==> src/sv/quadrature_counter_with_homing_macros.svh <==
// Assertion macros for the quadrature counter block
`ifndef QUADRATURE_COUNTER_WITH_HOMING_MACROS_SVH
`define QUADRATURE_COUNTER_WITH_HOMING_MACROS_SVH

`ifndef ASSERT_OFF
`define QCWH_ASSERT(lbl, cond, msg) \
	lbl: assert property (@(posedge clk) disable iff (!arst_n) (cond)) else $error(msg);
`define QCWH_ASSERT_NEXT(lbl, ante, cons, msg) \
	lbl: assert property (@(posedge clk) disable iff (!arst_n) (ante) |=> (cons)) \
		else $error(msg);
`else
`define QCWH_ASSERT(lbl, cond, msg)
`define QCWH_ASSERT_NEXT(lbl, ante, cons, msg)
`endif

`endif

==> src/sv/qcwh_pkg.sv <==
// Types and constants for the quadrature counter with homing
`timescale 1ns / 1ps
`default_nettype none
package qcwh_pkg;

	typedef enum logic {
		REG_PRESET = 1'b0,
		REG_SCALE  = 1'b1
	} cfg_reg_t;

	localparam logic signed [31:0] PRESET_RESET = 32'sd100;
	localparam logic [15:0]        SCALE_RESET  = 16'd100;

	// tolerance on |preset - count| * scale
	localparam logic [47:0] MISMATCH_LIMIT = 48'd100000;

	// length saturates once count * scale reaches 65536 * 10000
	localparam logic [46:0] LENGTH_SAT = 47'd655360000;
	localparam logic [15:0] LENGTH_MAX = 16'hFFFF;

	// floor(p / 10000) = ((p >> 4) * RECIP) >> RECIP_SHIFT, exact for p < 2^30
	localparam logic [26:0] RECIP       = 27'd109951163;
	localparam int          RECIP_SHIFT = 36;

endpackage
`default_nettype wire

==> src/sv/quadrature_counter_with_homing.sv <==
// Quadrature x4 decoder with reference-switch homing and length conversion
// Throughput: one sample per cycle while the output is not stalled; the count/direction
// update is a loop closed through the count registers, and the two multiplies and the
// reciprocal division run in the following stages. Stalls collapse bubbles, so samples
// keep being taken while a result waits, until every stage is full. Reset clears the count,
// direction, previous sample and pipeline; preset and scale return to 100.
`timescale 1ns / 1ps
`default_nettype none
`include "quadrature_counter_with_homing_macros.svh"
module quadrature_counter_with_homing (
	input  wire logic        clk,
	input  wire logic        arst_n,
	input  wire logic        cfg_we,
	input  wire logic [0:0]  cfg_addr,
	input  wire logic [31:0] cfg_wdata,
	input  wire logic        s_tvalid,
	output logic             s_tready,
	input  wire logic [7:0]  s_tdata,   // chan_a, chan_b, ref_switch, zero pad
	output logic             m_tvalid,
	input  wire logic        m_tready,
	output logic [55:0]      m_tdata    // position[31:0], moving_up, both_changed_error,
	                                    // preset_applied, mismatch_error, length[15:0], pad
);

	logic signed [31:0] preset_q;
	logic [15:0]        scale_q;
	logic [2:0]         prev_q;
	logic signed [31:0] count_q;
	logic               up_q;
	logic               primed_q;

	logic en_s1, en_s2, en_s3, en_s4, en_s5;
	logic v_s1, v_s2, v_s3, v_s4, v_s5;
	logic s_accept;

	// step logic
	logic [2:0]         now;
	logic [2:0]         delta;
	logic               differ;
	logic signed [31:0] stepped;
	logic               up_next;
	logic               both_err;
	logic               hit;
	logic signed [31:0] count_next;

	// pipeline payload
	logic signed [31:0] count_s1, step_s1;
	logic               up_s1, both_s1, hit_s1;
	logic signed [31:0] count_s2, diff_s2;
	logic [46:0]        p_s2;
	logic               up_s2, both_s2, hit_s2;
	logic signed [31:0] count_s3;
	logic [31:0]        mag_s3;
	logic [52:0]        qprod_s3;
	logic               sat_s3, up_s3, both_s3, hit_s3;
	logic signed [31:0] count_s4;
	logic [47:0]        mprod_s4;
	logic [15:0]        len_s4;
	logic               up_s4, both_s4, hit_s4;
	logic signed [31:0] count_s5;
	logic [15:0]        len_s5;
	logic               up_s5, both_s5, hit_s5, mis_s5;

	// configuration
	always_ff @(posedge clk or negedge arst_n) begin
		if (!arst_n) begin
			preset_q <= qcwh_pkg::PRESET_RESET;
			scale_q  <= qcwh_pkg::SCALE_RESET;
		end else if (cfg_we) begin
			unique case (qcwh_pkg::cfg_reg_t'(cfg_addr))
				qcwh_pkg::REG_PRESET: preset_q <= cfg_wdata;
				qcwh_pkg::REG_SCALE:  scale_q  <= cfg_wdata[15:0];
				default: ;
			endcase
		end
	end

	// bubble-collapsing stage enables
	assign en_s5    = !v_s5 || m_tready;
	assign en_s4    = !v_s4 || en_s5;
	assign en_s3    = !v_s3 || en_s4;
	assign en_s2    = !v_s2 || en_s3;
	assign en_s1    = !v_s1 || en_s2;
	assign s_tready = en_s1;
	assign s_accept = s_tvalid && s_tready;

	always_comb begin
		now     = s_tdata[2:0];
		delta   = now ^ prev_q;
		differ  = now[0] ^ now[1];
		stepped = count_q;
		up_next = up_q;
		both_err = 1'b0;
		unique case (delta[1:0])
			2'b01: begin
				stepped = differ ? count_q - 32'sd1 : count_q + 32'sd1;
				up_next = !differ;
			end
			2'b10: begin
				stepped = differ ? count_q + 32'sd1 : count_q - 32'sd1;
				up_next = differ;
			end
			2'b11: both_err = 1'b1;
			default: ;
		endcase
		if (!primed_q) begin
			stepped  = count_q;
			up_next  = up_q;
			both_err = 1'b0;
		end
		// falling reference edge while moving up
		hit        = primed_q && delta[2] && up_next && !now[2];
		count_next = hit ? preset_q : stepped;
	end

	// count state, advanced once per accepted transaction
	always_ff @(posedge clk or negedge arst_n) begin
		if (!arst_n) begin
			prev_q   <= 3'b000;
			count_q  <= 32'sd0;
			up_q     <= 1'b0;
			primed_q <= 1'b0;
		end else if (s_accept) begin
			prev_q   <= now;
			count_q  <= count_next;
			up_q     <= up_next;
			primed_q <= 1'b1;
		end
	end

	always_ff @(posedge clk or negedge arst_n) begin
		if (!arst_n) begin
			v_s1 <= 1'b0;
			v_s2 <= 1'b0;
			v_s3 <= 1'b0;
			v_s4 <= 1'b0;
			v_s5 <= 1'b0;
		end else begin
			if (en_s1) v_s1 <= s_tvalid;
			if (en_s2) v_s2 <= v_s1;
			if (en_s3) v_s3 <= v_s2;
			if (en_s4) v_s4 <= v_s3;
			if (en_s5) v_s5 <= v_s4;
		end
	end

	always_ff @(posedge clk) begin
		if (s_accept) begin
			count_s1 <= count_next;
			step_s1  <= stepped;
			up_s1    <= up_next;
			both_s1  <= both_err;
			hit_s1   <= hit;
		end
		if (en_s2 && v_s1) begin
			count_s2 <= count_s1;
			diff_s2  <= preset_q - step_s1;
			p_s2     <= count_s1[31] ? 47'd0 : 47'(count_s1[30:0]) * 47'(scale_q);
			up_s2    <= up_s1;
			both_s2  <= both_s1;
			hit_s2   <= hit_s1;
		end
		if (en_s3 && v_s2) begin
			count_s3 <= count_s2;
			// negating the most negative difference yields 2^31 as unsigned
			mag_s3   <= diff_s2[31] ? 32'd0 - 32'(diff_s2) : 32'(diff_s2);
			sat_s3   <= p_s2 >= qcwh_pkg::LENGTH_SAT;
			qprod_s3 <= 53'(p_s2[29:4]) * 53'(qcwh_pkg::RECIP);
			up_s3    <= up_s2;
			both_s3  <= both_s2;
			hit_s3   <= hit_s2;
		end
		if (en_s4 && v_s3) begin
			count_s4 <= count_s3;
			mprod_s4 <= 48'(mag_s3) * 48'(scale_q);
			len_s4   <= sat_s3 ? qcwh_pkg::LENGTH_MAX
			                   : qprod_s3[qcwh_pkg::RECIP_SHIFT +: 16];
			up_s4    <= up_s3;
			both_s4  <= both_s3;
			hit_s4   <= hit_s3;
		end
		if (en_s5 && v_s4) begin
			count_s5 <= count_s4;
			len_s5   <= len_s4;
			up_s5    <= up_s4;
			both_s5  <= both_s4;
			hit_s5   <= hit_s4;
			mis_s5   <= hit_s4 && (mprod_s4 > qcwh_pkg::MISMATCH_LIMIT);
		end
	end

	assign m_tvalid = v_s5;
	assign m_tdata  = {4'b0000, len_s5, mis_s5, hit_s5, both_s5, up_s5, count_s5};

	`QCWH_ASSERT_NEXT(a_preset_load, s_accept && hit, count_q == $past(preset_q), "preset not loaded")
	`QCWH_ASSERT_NEXT(a_both_hold, s_accept && both_err && !hit, count_q == $past(count_q), "count moved on double change")
	`QCWH_ASSERT(a_mismatch_hit, !(v_s5 && mis_s5) || hit_s5, "mismatch without preset")
	`QCWH_ASSERT(a_neg_length, !(v_s5 && count_s5[31]) || (len_s5 == 16'd0), "length of negative count")

endmodule
`default_nettype wire
==> config.mk <==
export PLATFORM = sky130hd
export DESIGN_NAME = quadrature_counter_with_homing
export DESIGN_NICKNAME = d
export VERILOG_FILES = /design/src/sv/qcwh_pkg.sv /design/src/sv/quadrature_counter_with_homing.sv
export VERILOG_INCLUDE_DIRS = /design/src /design/src/sv
export SDC_FILE = /design/constraint.sdc
export NUM_CORES = 2
export LEC_CHECK = 0
export ABC_CLOCK_PERIOD_IN_PS = 7100
export BUFFER_PORTS_ARGS = -buffer_cell sky130_fd_sc_hd__buf_4
export CORE_ASPECT_RATIO = 1.2
export CORE_MARGIN = 2
export CORE_UTILIZATION = 50
export DETAILED_ROUTE_END_ITERATION = 10
export PLACE_DENSITY = 0.74
export SYNTH_ARGS = -nofsm -noshare
export SYNTH_HDL_FRONTEND = slang
export SYNTH_SLANG_ARGS = --single-unit
==> constraint.sdc <==
create_clock -name clk -period 7.1 [get_ports clk]
set_input_delay 0.71 -clock clk [delete_from_list [all_inputs] [get_ports clk]]
set_output_delay 0.71 -clock clk [all_outputs]
set_load 0.005 [all_outputs]
==> results.json <==
{
  "max_freq_mhz": 144,
  "synth_edf_count": 416,
  "status": "finished, final reports clean",
  "dieArea_um2": 133000,
  "worstMarginPinSlew_ps": 1100,
  "grt_pass1_wl_um": 263000,
  "pin_count": 104,
  "rsz0062_at_grt": "true",
  "row_count": 145,
  "hold_viol": 0,
  "yosysSeqAreaShare_pct": 22.6,
  "critPathKind": "register to register",
  "dp_hpwl_um": 132000,
  "wl_met1_um": 64100,
  "r2r_slack_ps": 160,
  "synth-seq-cells": 506,
  "cts.sinks": 506,
  "grt_overflow": 0,
  "finalCritPeriodShare_pct": 97.7,
  "cts_tree": "yes",
  "cts_max_level": 2,
  "met2_length_um": 82400,
  "antenna_found_initial": 3,
  "wirelength_um": 165000,
  "wl_met3_um": 10500,
  "port_buffers": 94,
  "drv_slew": 0,
  "async_flop_share_pct": 17.8,
  "num_vias": 45900,
  "max_slew_margin_pct": 26.5,
  "setup.worst_path.start_class": "register",
  "synth.distinct_cells": 92,
  "ant_nets": 0,
  "synth-main-ff-cell": "edfxtp_1",
  "drc_errors": 0,
  "drive_gt1_share_pct": 9.66,
  "first_global_vias": 49300,
  "hold_path_class": "input port to register",
  "endpoint_kind": "register",
  "final_common_cell": "inv_1",
  "track_usage_pct": 25.3,
  "first_pass_iters": 7,
  "cts_root_buf": "clkbuf_16",
  "required_ps": 7510,
  "finalSetupViolCount": 0,
  "finClkSkew_ps": 53.8,
  "maxCapViolations": 0,
  "initial_core_util_pct": 50.3,
  "die_w_um": 334,
  "synthCells": 6480,
  "layout_common_cells": "inv_1, fa_1, nand2_1, ha_1, edfxtp_1",
  "areaGrowthSynthToFinish_pct": 9.81,
  "routedWlPerCell_um": 19.6,
  "ys_warn_count": 0,
  "syn_avg_cell_area_um2": 10.1,
  "nets": 8364,
  "core_area_um2": 130000,
  "grt_max_degree": 88,
  "cts_buffers": 55,
  "die_y_um": 400,
  "viasPerCell": 5.47,
  "routabilityCongestion": 0.966,
  "cts_max_path_buffers": 3,
  "clkLatencyLatePin_ps": 700,
  "synthesis.area_um2": 65200,
  "period_needed_ps": 6940,
  "holdWs_ps": 230,
  "clk_pin_slew_ps": 60,
  "highest_layer": "met5",
  "cp.arrival_ps": 7350,
  "final_util_pct": 55.2,
  "cp_max_fo": 16,
  "drt-initial-drc-count": 3550
}
==> cells by family after synthesis <==
logic type / synth area share, %
flip-flops: 22.6
AO/OA/AOI/OAI: 6.17
AND/OR/NAND/NOR: 12.1
multiplexers: 1.88
XOR/XNOR: 2.09
adder cells (fa/ha/maj): 44.9
other: 0.00575
buffers and inverters: 10.1
==> flip-flops by register name (all words and copies together) (netlist names), 32 cells and up <==
signal	count
count_s2	32
step_s1	32
diff_s2	32
preset_q	32
count_s1	32
count_s4	32
count_s3	32
mprod_s4	48
count_q	32
count_s5	32
mag_s3	32
p_s2	47
==> area by class of cell <==
cell class / count / area, µm²
timing repair buffer: 371 / 3220
tap: 1690 / 2110
antenna: 1 / 2.50
inverter: 1488 / 5590
clock buffer: 73 / 1570
sequential: 506 / 14800
clock inverter: 30 / 290
multi-input combinational: 4229 / 44000
fill: 10900 / 58100
==> per-stage QoR <==
step                      setup TNS [ps]  cell area, µm²  setup WS (ps)  std cells
after floorplan                        0           65200            262       6483
after global placement                 0           69200            153       8255
after detailed placement               0           69200           52.2       8255
after CTS                              0           71100           1.92       8359
after global routing               -66.5           71600          -51.3       8387
final                                  0           71600            162       8388
==> cells in the mapped netlist (13+ instances only) <==
library cell / instances / area (µm²)
o211ai_1: 15 / 113
o21ai_1: 16 / 80.1
o21bai_1: 21 / 158
o22ai_1: 13 / 81.3
and3_1: 16 / 100
nor2_1: 147 / 552
nand3_1: 40 / 200
inv_1: 1487 / 5580
or3_1: 19 / 119
o21a_1: 24 / 180
ha_1: 543 / 6790
a31oi_1: 27 / 169
o21ai_0: 98 / 490
a21oi_1: 181 / 906
a211oi_1: 24 / 180
edfxtp_1: 416 / 12500
nand4_1: 38 / 238
nor2b_1: 30 / 188
o31ai_1: 29 / 218
mux2_2: 79 / 890
xor2_1: 44 / 385
or2_2: 27 / 169
and2_1: 339 / 2120
clkbuf_1: 238 / 893
nor4_1: 30 / 188
a21o_1: 85 / 638
fa_1: 1124 / 22500
dfrtp_1: 84 / 2100
nand2b_1: 22 / 138
nor3_1: 48 / 240
xnor2_1: 110 / 963
nand2_1: 876 / 3290
==> worst paths after layout <==
kind | cells past startpoint | from | to
min in group asynchronous | 2 | arst_n | count_q[31]$_DFFE_PN0P_
max in group asynchronous | 3 | arst_n | scale_q[0]$_DFFE_PN0P_
worst max-delay path | 23 | scale_q[2]$_DFFE_PN1P_ | p_s2[39]$_SDFFCE_PP0P_
worst min register to register | 0 | count_s3[14]$_DFFE_PP_ | count_s4[14]$_DFFE_PP_
worst min-delay path | 2 | s_tvalid | v_s1$_DFFE_PN0N_
worst max register to register | 23 | scale_q[2]$_DFFE_PN1P_ | p_s2[39]$_SDFFCE_PP0P_
==> critical path: stages (launching register included) <==
cell     delay, ps
dfstp_2        580
buf_12         120
buf_12         150
nand2_1         90
fa_1           500
inv_1           50
fa_1           530
inv_1           60
fa_1           480
fa_1           550
inv_1           50
fa_1           500
fa_1           430
ha_1           310
buf_4          160
a21oi_1        140
o21a_1         220
and3_1         220
a21oi_1        170
a21oi_2        220
o21ai_1        160
a211o_1        340
a41oi_1        250
mux2_2         360
==> per-layer routing <==
layer | vias to the layer above | GRT usage (%)
li1 | 20400 | -
met1 | 23300 | 31.5
met2 | 1736 | 44.2
met3 | 452 | 3.11
met4 | 2 | 11.4
met5 | - | 0
==> timing repair <==
| action | CTS | global route |
|---|---|---|
| hold buffers | 1 | 0 |
| pin swaps | 0 | 1 |
| setup endpoints to repair | 1 | 26 |
| cloned | 0 | 1 |
| resized for setup | 1 | 31 |
| endpoints found under the hold margin | 22 | 0 |
| setup buffers | 0 | 27 |
Power is not shown: default switching activity piles up to over one toggle a cycle in this logic, so the estimate is an artifact.
